$ cat src/rtl/lca_pkg.sv
package lca_pkg;

   // Width of one grid row as it travels on the channels.
   localparam int ROW_BITS = 32;

   // Physical columns of the grid; the active width never exceeds it.
   localparam int GRID_COLUMNS = 32;

   // Highest active width that a row can carry.
   localparam int USABLE_COLUMNS = (GRID_COLUMNS < ROW_BITS) ? GRID_COLUMNS : ROW_BITS;

   // Width of the column-count register and its value after reset.
   localparam int COLUMN_BITS = 6;
   localparam logic [COLUMN_BITS-1:0] RESET_COLUMNS = 6'd32;

   // Eight neighbors need four bits to count.
   localparam int NEIGHBOR_BITS = 4;
   localparam logic [NEIGHBOR_BITS-1:0] BIRTH_COUNT   = 4'd3;
   localparam logic [NEIGHBOR_BITS-1:0] SURVIVE_COUNT = 4'd2;

   typedef logic [ROW_BITS-1:0] row_type;

   // Bit x is set when column x is below both the programmed and the usable width.
   function automatic row_type active_mask(input logic [COLUMN_BITS-1:0] columns);
      row_type mask;
      mask = '0;
      for (int x = 0; x < ROW_BITS; x++) begin
         mask[x] = (x < USABLE_COLUMNS) && (int'(columns) > x);
      end
      return mask;
   endfunction

endpackage

$ cat src/rtl/lca_if.sv
// Input channel: one grid row per item.
interface lca_req_if;
   logic                   valid;
   logic                   ready;
   logic [lca_pkg::ROW_BITS-1:0] row_cells;
   logic                   final_row;

   modport source (output valid, output row_cells, output final_row, input ready);
   modport sink   (input valid, input row_cells, input final_row, output ready);
endinterface

// Result channel: one next-generation row per item.
interface lca_rsp_if;
   logic                   valid;
   logic                   ready;
   logic [lca_pkg::ROW_BITS-1:0] next_cells;
   logic [lca_pkg::ROW_BITS-1:0] changed_mask;
   logic                   frame_end;

   modport source (output valid, output next_cells, output changed_mask, output frame_end,
                   input ready);
   modport sink   (input valid, input next_cells, input changed_mask, input frame_end,
                   output ready);
endinterface

// Configuration write channel for the active column count.
interface lca_csr_if;
   logic                            valid;
   logic                            ready;
   logic [lca_pkg::COLUMN_BITS-1:0] columns_in_use;

   modport source (output valid, output columns_in_use, input ready);
   modport sink   (input valid, input columns_in_use, output ready);
endinterface

$ cat src/rtl/lca_life_row.sv
module lca_life_row (
   input  lca_pkg::row_type above,
   input  lca_pkg::row_type mid,
   input  lca_pkg::row_type below,
   input  lca_pkg::row_type mask,
   output lca_pkg::row_type next_cells,
   output lca_pkg::row_type changed_mask
);

   // Rows padded with a dead cell on each side, so that edge columns need no special case.
   logic [lca_pkg::ROW_BITS+1:0] above_pad;
   logic [lca_pkg::ROW_BITS+1:0] mid_pad;
   logic [lca_pkg::ROW_BITS+1:0] below_pad;
   lca_pkg::row_type             mid_live;
   lca_pkg::row_type             next_raw;

   assign above_pad = {1'b0, above & mask, 1'b0};
   assign mid_pad   = {1'b0, mid & mask, 1'b0};
   assign below_pad = {1'b0, below & mask, 1'b0};
   assign mid_live  = mid & mask;

   // Every column counts its eight neighbors independently and applies the B3/S23 rule.
   always_comb begin
      logic [lca_pkg::NEIGHBOR_BITS-1:0] n;
      next_raw = '0;
      for (int x = 0; x < lca_pkg::ROW_BITS; x++) begin
         n = lca_pkg::NEIGHBOR_BITS'(above_pad[x]) + lca_pkg::NEIGHBOR_BITS'(above_pad[x+1])
           + lca_pkg::NEIGHBOR_BITS'(above_pad[x+2]) + lca_pkg::NEIGHBOR_BITS'(mid_pad[x])
           + lca_pkg::NEIGHBOR_BITS'(mid_pad[x+2]) + lca_pkg::NEIGHBOR_BITS'(below_pad[x])
           + lca_pkg::NEIGHBOR_BITS'(below_pad[x+1]) + lca_pkg::NEIGHBOR_BITS'(below_pad[x+2]);
         next_raw[x] = (n == lca_pkg::BIRTH_COUNT) ||
                       (mid_live[x] && (n == lca_pkg::SURVIVE_COUNT));
      end
   end

   // Cells beyond the active width stay dead and never count as changed.
   assign next_cells   = next_raw & mask;
   assign changed_mask = (next_raw ^ mid_live) & mask;

endmodule

$ cat src/rtl/life_cellular_automaton_row_step.sv
// One generation of the B3/S23 life automaton, row by row, with dead cells beyond every
// edge. Rows enter top to bottom, one per item; each row after the first produces the
// next generation of the row above it, and a row flagged final_row also produces the
// bottom row, marked frame_end, after which the held rows are cleared for the next frame.
// An item is taken into an input register and evaluated from there by one row-wide
// neighbor-count unit into a result register. Rows with zero or one result stream back
// to back while the result channel takes each result; a final row below a held row gives
// two results, which share the single life unit and the single result register, and its
// second result is loaded from the held rows after the first has been loaded. Columns at
// or above columns_in_use are dead; the user must write the width on the csr channel
// only while no row is in flight, as the block itself does not enforce it.
module life_cellular_automaton_row_step (
   input  logic          clock,
   input  logic          reset,
   lca_req_if.sink       req_chan,
   lca_rsp_if.source     rsp_chan,
   lca_csr_if.sink       csr_chan
);

   // Active column mask, rebuilt whenever the width is written.
   lca_pkg::row_type mask_ff;
   lca_pkg::row_type mask_in;

   // Input register.
   logic             in_valid_ff;
   logic             in_valid_in;
   lca_pkg::row_type in_row_ff;
   lca_pkg::row_type in_row_in;
   logic             in_final_ff;
   logic             in_final_in;

   // Held rows of the frame and the second-result phase of a final row.
   lca_pkg::row_type upper_ff;
   lca_pkg::row_type upper_in;
   lca_pkg::row_type centre_ff;
   lca_pkg::row_type centre_in;
   logic             held_ff;
   logic             held_in;
   logic             phase_ff;
   logic             phase_in;

   // Result register.
   logic             rsp_valid_ff;
   logic             rsp_valid_in;
   lca_pkg::row_type rsp_next_ff;
   lca_pkg::row_type rsp_next_in;
   lca_pkg::row_type rsp_changed_ff;
   lca_pkg::row_type rsp_changed_in;
   logic             rsp_end_ff;
   logic             rsp_end_in;

   // Sequencing.
   logic             emit;
   logic             out_can_load;
   logic             can_go;
   logic             out_load;
   logic             done;
   logic             req_take;
   lca_pkg::row_type sel_above;
   lca_pkg::row_type sel_mid;
   lca_pkg::row_type sel_below;
   logic             sel_last;
   lca_pkg::row_type life_next;
   lca_pkg::row_type life_changed;

   // Configuration writes are always taken.
   assign csr_chan.ready = 1'b1;
   assign mask_in = (csr_chan.valid) ? lca_pkg::active_mask(csr_chan.columns_in_use) : mask_ff;

   // Choose the three rows for the life unit from the held rows and the waiting item.
   always_comb begin
      if (phase_ff) begin
         sel_above = upper_ff;
         sel_mid   = centre_ff;
         sel_below = '0;
         sel_last  = 1'b1;
      end else if (held_ff) begin
         sel_above = upper_ff;
         sel_mid   = centre_ff;
         sel_below = in_row_ff;
         sel_last  = 1'b0;
      end else begin
         sel_above = '0;
         sel_mid   = in_row_ff;
         sel_below = '0;
         sel_last  = 1'b1;
      end
   end

   lca_life_row u_life_row (
      .above        (sel_above),
      .mid          (sel_mid),
      .below        (sel_below),
      .mask         (mask_ff),
      .next_cells   (life_next),
      .changed_mask (life_changed)
   );

   // The first row of a frame that is not final produces nothing.
   assign emit         = phase_ff || held_ff || in_final_ff;
   assign out_can_load = !rsp_valid_ff || rsp_chan.ready;
   assign can_go       = in_valid_ff && (!emit || out_can_load);
   assign out_load     = can_go && emit;
   assign done         = can_go && !(!phase_ff && held_ff && in_final_ff);

   assign req_chan.ready = !in_valid_ff || done;
   assign req_take       = req_chan.valid && req_chan.ready;

   // Input register loads a new item as the old one leaves.
   always_comb begin
      in_valid_in = in_valid_ff;
      in_row_in   = in_row_ff;
      in_final_in = in_final_ff;
      if (req_take) begin
         in_valid_in = 1'b1;
         in_row_in   = req_chan.row_cells;
         in_final_in = req_chan.final_row;
      end else if (done) begin
         in_valid_in = 1'b0;
      end
   end

   // Held rows move down one place per row; a final row clears them after its last result.
   always_comb begin
      upper_in  = upper_ff;
      centre_in = centre_ff;
      held_in   = held_ff;
      phase_in  = phase_ff;
      if (can_go) begin
         if (phase_ff) begin
            upper_in  = '0;
            centre_in = '0;
            held_in   = 1'b0;
            phase_in  = 1'b0;
         end else if (held_ff) begin
            upper_in  = centre_ff & mask_ff;
            centre_in = in_row_ff & mask_ff;
            phase_in  = in_final_ff;
         end else if (!in_final_ff) begin
            upper_in  = '0;
            centre_in = in_row_ff & mask_ff;
            held_in   = 1'b1;
         end
      end
   end

   // Result register with its own valid; it reloads in the cycle its result is taken, and
   // while a result waits only an item that has a result to give is held back.
   assign rsp_valid_in   = out_load || (rsp_valid_ff && !rsp_chan.ready);
   assign rsp_next_in    = out_load ? life_next : rsp_next_ff;
   assign rsp_changed_in = out_load ? life_changed : rsp_changed_ff;
   assign rsp_end_in     = out_load ? sel_last : rsp_end_ff;

   always_ff @(posedge clock) begin
      if (reset) begin
         mask_ff      <= lca_pkg::active_mask(lca_pkg::RESET_COLUMNS);
         in_valid_ff  <= 1'b0;
         upper_ff     <= '0;
         centre_ff    <= '0;
         held_ff      <= 1'b0;
         phase_ff     <= 1'b0;
         rsp_valid_ff <= 1'b0;
      end else begin
         mask_ff      <= mask_in;
         in_valid_ff  <= in_valid_in;
         upper_ff     <= upper_in;
         centre_ff    <= centre_in;
         held_ff      <= held_in;
         phase_ff     <= phase_in;
         rsp_valid_ff <= rsp_valid_in;
      end
      in_row_ff      <= in_row_in;
      in_final_ff    <= in_final_in;
      rsp_next_ff    <= rsp_next_in;
      rsp_changed_ff <= rsp_changed_in;
      rsp_end_ff     <= rsp_end_in;
   end

   assign rsp_chan.valid        = rsp_valid_ff;
   assign rsp_chan.next_cells   = rsp_next_ff;
   assign rsp_chan.changed_mask = rsp_changed_ff;
   assign rsp_chan.frame_end    = rsp_end_ff;

   // The second result of a final row only exists while that row and a held centre are present.
   a_phase_needs_item: assert property (@(posedge clock) disable iff (reset)
      phase_ff |-> (in_valid_ff && held_ff))
      else $error("second-result phase without a waiting final row");

   // Loading the bottom row of a frame leaves no rows held.
   a_frame_end_clears: assert property (@(posedge clock) disable iff (reset)
      (out_load && sel_last) |=> !held_ff)
      else $error("rows still held after the bottom row of a frame");

   // With no centre held, the row above it is dead.
   a_upper_dead_when_empty: assert property (@(posedge clock) disable iff (reset)
      !held_ff |-> (upper_ff == '0))
      else $error("upper row not cleared while no centre row is held");

endmodule
$ cat src/flat_wrapper.sv
// flat-port wrapper written by rule: the top's interface ports become plain ports
module life_cellular_automaton_row_step_flat 
  (clock, reset, req_chan_valid, req_chan_row_cells, req_chan_final_row, req_chan_ready, rsp_chan_valid, rsp_chan_next_cells, rsp_chan_changed_mask, rsp_chan_frame_end, rsp_chan_ready, csr_chan_valid, csr_chan_columns_in_use, csr_chan_ready);
  lca_req_if req_chan_i ();
  lca_rsp_if rsp_chan_i ();
  lca_csr_if csr_chan_i ();
  input  logic clock;
  input  logic reset;
  input wire logic [$bits(req_chan_i.valid)-1:0] req_chan_valid;
  input wire logic [$bits(req_chan_i.row_cells)-1:0] req_chan_row_cells;
  input wire logic [$bits(req_chan_i.final_row)-1:0] req_chan_final_row;
  output wire logic [$bits(req_chan_i.ready)-1:0] req_chan_ready;
  output wire logic [$bits(rsp_chan_i.valid)-1:0] rsp_chan_valid;
  output wire logic [$bits(rsp_chan_i.next_cells)-1:0] rsp_chan_next_cells;
  output wire logic [$bits(rsp_chan_i.changed_mask)-1:0] rsp_chan_changed_mask;
  output wire logic [$bits(rsp_chan_i.frame_end)-1:0] rsp_chan_frame_end;
  input wire logic [$bits(rsp_chan_i.ready)-1:0] rsp_chan_ready;
  input wire logic [$bits(csr_chan_i.valid)-1:0] csr_chan_valid;
  input wire logic [$bits(csr_chan_i.columns_in_use)-1:0] csr_chan_columns_in_use;
  output wire logic [$bits(csr_chan_i.ready)-1:0] csr_chan_ready;
  assign req_chan_i.valid = req_chan_valid;
  assign req_chan_i.row_cells = req_chan_row_cells;
  assign req_chan_i.final_row = req_chan_final_row;
  assign req_chan_ready = req_chan_i.ready;
  assign rsp_chan_valid = rsp_chan_i.valid;
  assign rsp_chan_next_cells = rsp_chan_i.next_cells;
  assign rsp_chan_changed_mask = rsp_chan_i.changed_mask;
  assign rsp_chan_frame_end = rsp_chan_i.frame_end;
  assign rsp_chan_i.ready = rsp_chan_ready;
  assign csr_chan_i.valid = csr_chan_valid;
  assign csr_chan_i.columns_in_use = csr_chan_columns_in_use;
  assign csr_chan_ready = csr_chan_i.ready;
  life_cellular_automaton_row_step u_core (.clock(clock), .reset(reset), .req_chan(req_chan_i), .rsp_chan(rsp_chan_i), .csr_chan(csr_chan_i));
endmodule
$ cat config.mk
export PLATFORM = sky130hd
export DESIGN_NAME = life_cellular_automaton_row_step_flat
export DESIGN_NICKNAME = d
export VERILOG_FILES = /design/src/rtl/lca_pkg.sv /design/src/rtl/lca_if.sv /design/src/rtl/lca_life_row.sv /design/src/rtl/life_cellular_automaton_row_step.sv /design/src/flat_wrapper.sv
export SDC_FILE = /design/constraint.sdc
export NUM_CORES = 1
export LEC_CHECK = 0
export BUFFER_PORTS_ARGS = -buffer_cell sky130_fd_sc_hd__buf_2
export CORE_UTILIZATION = 30
export CTS_CLUSTER_DIAMETER = 30
export DETAILED_ROUTE_END_ITERATION = 12
export SYNTH_ARGS = -nofsm -noshare
export SYNTH_HDL_FRONTEND = slang
export SYNTH_SLANG_ARGS = --single-unit
export TNS_END_PERCENT = 1
$ cat constraint.sdc
create_clock -name clock -period 10.84 [get_ports clock]
set_input_delay 0.542 -clock clock [delete_from_list [all_inputs] [get_ports clock]]
set_output_delay 0.542 -clock clock [all_outputs]
set_load 0.02 [all_outputs]
# [Yosys cells after proc, flatten, opt, wreduce, memory -nomap -nowiden]
# Index checks and enable logic that the tools add are counted.
[word_totals] elab_cells=439 reg_bits=198 input_bits=44 output_inout_bits=68
[classes] n_bitwise=8 n_lt_le_gt_ge=32 add_sub_neg=217 eq_ne=65 reduce_logical=85 mux=20
[op_table] cell="$add 4x1->4" count=124
[op_table] cell="$mux 32" count=12
[op_table] cell="$eq 4x2->1 const B" count=64
[op_table] cell="$and 32x32->32" count=7
[op_table] cell="$add 3x1->4" count=31
[op_table] cell="$gt 6x5->1 const B" count=16
[op_table] cell="$add 2x1->3" count=31
[op_table] cell="$add 1x1->2" count=31
[op_table] cell="$gt 6x4->1 const B" count=8
[op_table] cell="$logic_and 1x1->1" count=39
[op_table] cell="$logic_or 1x1->1" count=38
[op_table] cell="$xor 32x32->32" count=1
[op_table] cell="$gt 6x3->1 const B" count=4
[op_table] cell="$gt 6x1->1 const B" count=2
[op_table] cell="$gt 6x2->1 const B" count=2
[op_table] cell="$mux 1" count=8
[op_table] cell="$logic_not 1->1" count=6
[op_table] cell="$ne 3x3->1 const B" count=1
[op_table] cell="$reduce_and 2->1" count=1
[op_table] cell="$reduce_bool 2->1" count=1

# [Logic depth before layout (Yosys ltp)]
[logic_depth] depth_word=15 mapped_depth=16 ltp_nobuf=13

# [Modules after synthesis]
# Synthesis repeated with hierarchy kept, for this count alone.
[hier_totals] hier_cells=1323 area_unflattened_um2=13957.1
[modules_own_cells] mod="life_cellular_automaton_row_step" cells_per_inst=586 area_each_um2=7472.2 seq_area_each_um2=4944.7 instances=1
[modules_own_cells] mod="lca_life_row" cells_per_inst=737 area_each_um2=6485.0 seq_area_each_um2=0.0 instances=1

# [Worst setup path after synthesis]
# No wires, ideal clock.
[synth_timing] kind="register to register" startpoint="register u_core.held_ff" endpoint="register u_core.rsp_changed_ff[0], in the netlist u_core.rsp_chan.changed_mask[0], enable pin" n_path_buf=2 t_required_ps=10352 stages_incl_launch_ff=6 arrival_time_ps=3697 setup_ps=488 synth_period_minus_slack_ps=4185 setup_slack_ps=6655 path_cell_list="dfxtp_1 > or2_2 > buf_2 > clkbuf_1 > nor2_1 > nor2_1"
[synth_between] elab_chain_cells=6
[synth_lines] item="from (decl)" line_no="life_cellular_automaton_row_step.sv:37" text="logic held_ff;"
[synth_lines] item="from (signal assigned)" line_no="life_cellular_automaton_row_step.sv:168" text="held_ff <= held_in;"
[synth_lines] item="$logic_or 1x1->1 (*) (2 in a row)" line_no="life_cellular_automaton_row_step.sv:100" text="assign emit = phase_ff || held_ff || in_final_ff;"
[synth_lines] item="$logic_not 1->1" line_no="life_cellular_automaton_row_step.sv:102" text="assign can_go = in_valid_ff && (!emit || out_can_load);"
[synth_lines] item="$logic_or 1x1->1" line_no="life_cellular_automaton_row_step.sv:102"
[synth_lines] item="$logic_and 1x1->1" line_no="life_cellular_automaton_row_step.sv:102"
[synth_lines] item="$logic_and 1x1->1 (*)" line_no="life_cellular_automaton_row_step.sv:103" text="assign out_load = can_go && emit;"
[synth_lines] item="named net u_core.out_load" line_no="life_cellular_automaton_row_step.sv:56" text="logic out_load;"
[synth_lines] item="to (signal assigned)" line_no="life_cellular_automaton_row_step.sv:175" text="rsp_changed_ff <= rsp_changed_in;"
[synth_lines] item="to (decl)" line_no="life_cellular_automaton_row_step.sv:47" text="lca_pkg::row_type rsp_changed_ff;"
# Mark *: on every way through the listed nets, which the timed path passes. The rest lies on a longest branch.
# A chain may end at the register's enable or synchronous reset.

# [Worst setup path in the final report]
[layout_timing] startpoint="register u_core.phase_ff" endpoint="register u_core.rsp_next_ff[1], in the netlist u_core.rsp_chan.next_cells[1] (data pin)"
[layout_between] elab_chain_cells=13 elab_cells_between_ends=18 cone_classes="add/sub: 7; eq/ne: 2; mux: 3; bitwise: 4; reduce/logical: 2"
[layout_lines] item="from (decl)" line_no="life_cellular_automaton_row_step.sv:39" text="logic phase_ff;"
[layout_lines] item="from (signal assigned)" line_no="life_cellular_automaton_row_step.sv:169" text="phase_ff <= phase_in;"
[layout_lines] item="$mux 32" line_no="life_cellular_automaton_row_step.sv:72" text="if (phase_ff) begin"
[layout_lines] item="$and 32x32->32" line_no="lca_life_row.sv:17" text="assign above_pad = {1'b0, above & mask, 1'b0};"
[layout_lines] item="$add 1x1->2" line_no="lca_life_row.sv:27" text="n = lca_pkg::NEIGHBOR_BITS'(above_pad[x]) + lca_pkg::NEIGHBOR_BITS'(above_pad[x+1])"
[layout_lines] item="$add 2x1->3" line_no="lca_life_row.sv:28" text="+ lca_pkg::NEIGHBOR_BITS'(above_pad[x+2]) + lca_pkg::NEIGHBOR_BITS'(mid_pad[x])"
[layout_lines] item="$add 3x1->4" line_no="lca_life_row.sv:28"
[layout_lines] item="$add 4x1->4 (2 in a row)" line_no="lca_life_row.sv:29" text="+ lca_pkg::NEIGHBOR_BITS'(mid_pad[x+2]) + lca_pkg::NEIGHBOR_BITS'(below_pad[x])"
[layout_lines] item="$add 4x1->4 (2 in a row)" line_no="lca_life_row.sv:30" text="+ lca_pkg::NEIGHBOR_BITS'(below_pad[x+1]) + lca_pkg::NEIGHBOR_BITS'(below_pad[x+2]);"
[layout_lines] item="$eq 4x2->1" line_no="lca_life_row.sv:32" text="(mid_live[x] && (n == lca_pkg::SURVIVE_COUNT));"
[layout_lines] item="$logic_and 1x1->1" line_no="lca_life_row.sv:32"
[layout_lines] item="$logic_or 1x1->1 (*)" line_no="lca_life_row.sv:31" text="next_raw[x] = (n == lca_pkg::BIRTH_COUNT) ||"
[layout_lines] item="$and 32x32->32 (*)" line_no="lca_life_row.sv:37" text="assign next_cells = next_raw & mask;"
[layout_lines] item="named net u_core.life_next[1]" line_no="life_cellular_automaton_row_step.sv:63" text="lca_pkg::row_type life_next;"
[layout_lines] item="to (signal assigned)" line_no="life_cellular_automaton_row_step.sv:174" text="rsp_next_ff <= rsp_next_in;"
[layout_lines] item="to (decl)" line_no="life_cellular_automaton_row_step.sv:45" text="lca_pkg::row_type rsp_next_ff;"
# Marked as above.

==> results.md <==
| Stage | Result | This run |
| --- | --- | --- |
| synth | Distinct cells, synth | 51 |
| layout | Total number of nets in the final design | 1738 |
| synth | Number of enable-type register cells in the synthesized netlist | 98 |
| floorplan | Std-Cell Core Area | 0.0445 mm² |
| synth | Post-synthesis cell area | 0.0136 mm² |
| run status | Run status | completed |
| floorplan | Number of ports placed on the die boundary | 112 |
| layout | P&R area growth vs syn | 12.4% |
| grt | Vias in the first global route | 9947 |
| job | # Max-Cap Violations | 0 |
| worst setup path | Slowest cell delay on critical path | 690 ps |
| placement | Number of input and output port buffers inserted | 110 |
| worst setup path | Worst Setup Path Type | register to register |
| detailed routing | DRC violation count after routing | 0 |
| synth | Main synth FF type | sky130_fd_sc_hd__dfxtp_1 |
| worst setup path | Slowest-stage cell, CP | sky130_fd_sc_hd__or2_2 |
| detailed routing | Iteration count of the initial detailed-routing pass | 7 |
| sta | Setup repair after global routing missed its margin | false |
| clocking | # H-tree levels | 4 |
| grt | Overflow left after global routing | 0 |
| sta | Final clock skew | 13.4 ps |
| power | Combinational power share | 19.1% |
| worst setup path | Maximum fanout along the worst path | 40 |
| clocking | Hold-fix buffers at CTS | 0 |
| power | Pleak | 0.00720 µW |
| synth | Post-synthesis async set-or-reset flop share | 0% |
| sta | Setup violations, final | 0 |
| power | Maximum VDD drop | 114 µV |
| detailed routing | Number of routed nets with antenna violations | 0 |
| synth | Flip-flop and latch count after synthesis | 198 |
| layout | Post-route cell area | 0.0153 mm² |
| sta | Highest Clock Rate | 205 MHz |
| layout | Multi-input combinational cell area | 0.00780 mm² |
| power | Switching Share | 32.1% |
| floorplan | Initial Utilization | 30.6% |
| synth | Net count of the mapped netlist | 1658 |
| worst setup path | Setup crit end kind | register |
| worst setup path | Most frequent cell on the critical path | sky130_fd_sc_hd__fa_1 |
| power | Power Density | 124 mW/mm² |
| sta | Number of slew-limit violations in the final report | 0 |
| power | Design Power | 1900 µW |
| synth | Library cell with the largest summed area after synthesis | sky130_fd_sc_hd__edfxtp_1 |
| clocking | Gates resized, CTS repair | 0 |
| floorplan | Die boundary height | 215 µm |
| worst setup path | Worst-case register-to-register setup slack | 5960 ps |
| grt | Antenna violations before repair | 2 |
| sta | Post-route clock period utilization | 45.0% |
| worst setup path | Crit path cell chain | buf_4 -> or2_2 -> and3_1 -> ha_1 -> inv_1 -> xnor2_1 -> ha_1 -> fa_1 -> inv_1 -> fa_1 -> fa_1 -> nor4b_1 -> a22oi_1 -> a211oi_1 |
| detailed routing | Via count | 9952 |
| layout | Fraction of final layout cells sized beyond drive strength 1 | 12.4% |
| layout | # fillers | 4561 |
| layout | FF+latch area | 0.00494 mm² |
| sta | Worst slew pin tran | 1220 ps |
| synth | Most frequent cells after synthesis | 189 x sky130_fd_sc_hd__nand2_1, 164 x sky130_fd_sc_hd__inv_1, 123 x sky130_fd_sc_hd__fa_1, 108 x sky130_fd_sc_hd__a21oi_1, 104 x sky130_fd_sc_hd__nor2_1 |
| sta | Setup Total Neg Slack | 0 ps |
| floorplan | Floorplan row count | 77 |
| synth | Sequential fraction of the synthesis area | 36.3% |
| grt | Global-route wire length before repair | 52800 µm |
| power | Part of the power in registers | 44.9% |
| sta | Final min period | 4880 ps |
| placement | Setup slack at placement | 6070 ps |
| worst setup path | CP required | 11120 ps |
| sta | Final-report hold violation count | 0 |
| clocking | Clk sinks | 198 |
| synth | Portion of synthesized cell area occupied by the leading cell type | 21.6% |
| synth | Library cell with the highest instance count after synthesis | sky130_fd_sc_hd__nand2_1 |
| clocking | Worst-Skew Late Latency | 460 ps |
| detailed routing | Routed Wire Length | 32100 µm |
| grt | All-Layer GR Usage | 14.2% |
| floorplan | Chip width | 215 µm |
| synth | Largest cells by area after synthesis | sky130_fd_sc_hd__edfxtp_1 22%, sky130_fd_sc_hd__fa_1 18%, sky130_fd_sc_hd__dfxtp_1 15%, sky130_fd_sc_hd__ha_1 8.5%, sky130_fd_sc_hd__nand2_1 5.2% |
| worst setup path | CP startpoint kind | register |
| clocking | TritonCTS buffer count | 17 |
| grt | Maximum number of pins on one net before global-route repair | 79 |
| clocking | Post-CTS setup repair buffer count | 0 |
| floorplan | Area enclosed by the die boundary | 0.0463 mm² |
| clocking | Clock-pin transition on the worst setup and hold timing paths | 90 ps |
| clocking | Buffer levels on the longest clock path | 2 |
| power | Part of the total power dissipated in the clock network | 35.9% |
| clocking | TritonCTS clock tree | done |
| sta | Relative slew slack | 18.8% |
| detailed routing | Avg Vias per Cell | 4.77 |
| placement | HPWL reported at the end of detailed placement | 23900 µm |
| synth | Synth warnings | 0 |
| detailed routing | Drt initial violations | 652 |
| detailed routing | Wire per inst | 15.4 µm |
| clocking | Clock Root Buffer | sky130_fd_sc_hd__clkbuf_16 |
| placement | Post-placement cell area | 0.0147 mm² |
| power | Total internal power | 1290 µW |
| worst hold path | Worst min-delay path category | input pin to register |
| synth | Post-Synthesis Mean Instance Area | 9.74 µm² |
| power | Net Switching | 610 µW |
| worst setup path | Worst EP arrival | 5160 ps |
| synth | Synthesized instance count | 1398 |
| sta | Worst Slack Setup Final | 5960 ps |
| placement | RD Place Congestion | 0.854 |
-- registers in the layout, summed over array words and instances (netlist names) --
name                          flops
u_core.in_valid_ff                1
u_core.centre_ff                 32
u_core.held_ff                    1
u_core.rsp_chan.frame_end         1
u_core.mask_ff                   32
u_core.upper_ff                  32
u_core.rsp_chan.changed_mask     32
u_core.phase_ff                   1
u_core.in_row_ff                 32
u_core.in_final_ff                1
u_core.rsp_chan.valid             1
u_core.rsp_chan.next_cells       32
-- cell usage in the layout (no fill, tap or decap), types with 3 or more instances in the layout --
cell	Yosys	routed
sky130_fd_sc_hd__a211o_1	4	4
sky130_fd_sc_hd__a21oi_1	108	108
sky130_fd_sc_hd__a31oi_1	3	3
sky130_fd_sc_hd__and2_1	4	3
sky130_fd_sc_hd__and3_1	62	62
sky130_fd_sc_hd__buf_2	10	110
sky130_fd_sc_hd__buf_4	4	5
sky130_fd_sc_hd__clkbuf_16	0	17
sky130_fd_sc_hd__dfxtp_1	100	100
sky130_fd_sc_hd__edfxtp_1	98	98
sky130_fd_sc_hd__fa_1	123	123
sky130_fd_sc_hd__ha_1	93	93
sky130_fd_sc_hd__inv_1	164	164
sky130_fd_sc_hd__inv_12	0	5
sky130_fd_sc_hd__inv_8	0	5
sky130_fd_sc_hd__mux2_2	30	30
sky130_fd_sc_hd__mux2i_1	32	32
sky130_fd_sc_hd__nand2_1	189	189
sky130_fd_sc_hd__nand2b_1	4	4
sky130_fd_sc_hd__nand3_1	10	10
sky130_fd_sc_hd__nand4_1	34	34
sky130_fd_sc_hd__nor2_1	104	103
sky130_fd_sc_hd__o211a_1	4	4
sky130_fd_sc_hd__o211ai_1	6	6
sky130_fd_sc_hd__o21ai_0	79	79
sky130_fd_sc_hd__o22ai_1	3	3
sky130_fd_sc_hd__or2_0	27	27
sky130_fd_sc_hd__or3_1	33	33
-- critical path: cells and delay by family, from the launching register on --
kind | cells | cell delay [ps]
flip-flops | 1 | 330
buffers and inverters | 3 | 560
AO/OA/AOI/OAI | 2 | 440
adder cells (fa/ha/maj) | 5 | 1920
AND/OR/NAND/NOR | 3 | 1320
XOR/XNOR | 1 | 130
-- metal layers --
metal,vias up,wire length [µm],GRT usage (%)
li1,4893,-,-
met4,0,457,3.74
met1,4849,15500,19.7
met3,27,1120,1.94
met2,183,15000,23.3
met5,-,0,0
-- power groups by stage --
stage          clock, µW  sequential, µW  combinational, µW
2_1_floorplan          0             878                258
3_3_place_gp           0             872                348
3_5_place_dp           0             871                364
4_1_cts              699             855                368
5_1_grt              724             859                419
6_report             683             854                363
-- worst paths after layout --
kind | start | cells past startpoint | end
worst max-delay path | u_core.phase_ff | 14 | u_core.rsp_chan.next_cells[1]
worst min register to register | u_core.upper_ff[9] | 2 | u_core.upper_ff[9]
worst max register to register | u_core.phase_ff | 14 | u_core.rsp_chan.next_cells[1]
worst min-delay path | req_chan_row_cells[20] | 1 | u_core.in_row_ff[20]
-- layout make-up --
class	count	share of cell area, %
tap	592	4.84
timing repair buffer	115	3.84
clock buffer	17	2.78
clock inverter	15	1.26
antenna	2	0.0327
inverter	165	4.04
multi-input combinational	981	50.9
sequential	198	32.3
-- kinds of logic (layout without fill, tap and decap cells) --
family                   after synthesis  count (layout)  share of synthesized area (%)
AND/OR/NAND/NOR                      481             481                           16.7
AO/OA/AOI/OAI                        220             220                           8.81
buffers and inverters                219             312                           6.62
adder cells (fa/ha/maj)              216             216                           26.6
flip-flops                           198             198                           36.3
multiplexers                          62              62                           4.83
other                                  1               3                         0.0275
XOR/XNOR                               1               1                         0.0643
-- stage by stage --
stage                     utilization [%]  instances  hold slack, ps
after floorplan                         -       1398             428
after global placement               33.0       2051             434
after detailed placement             33.0       2051             440
after CTS                            34.4       2083             236
after global routing                 34.4       2083             237
final                                34.4       2085             249
Power figures use the tool's default switching activity.
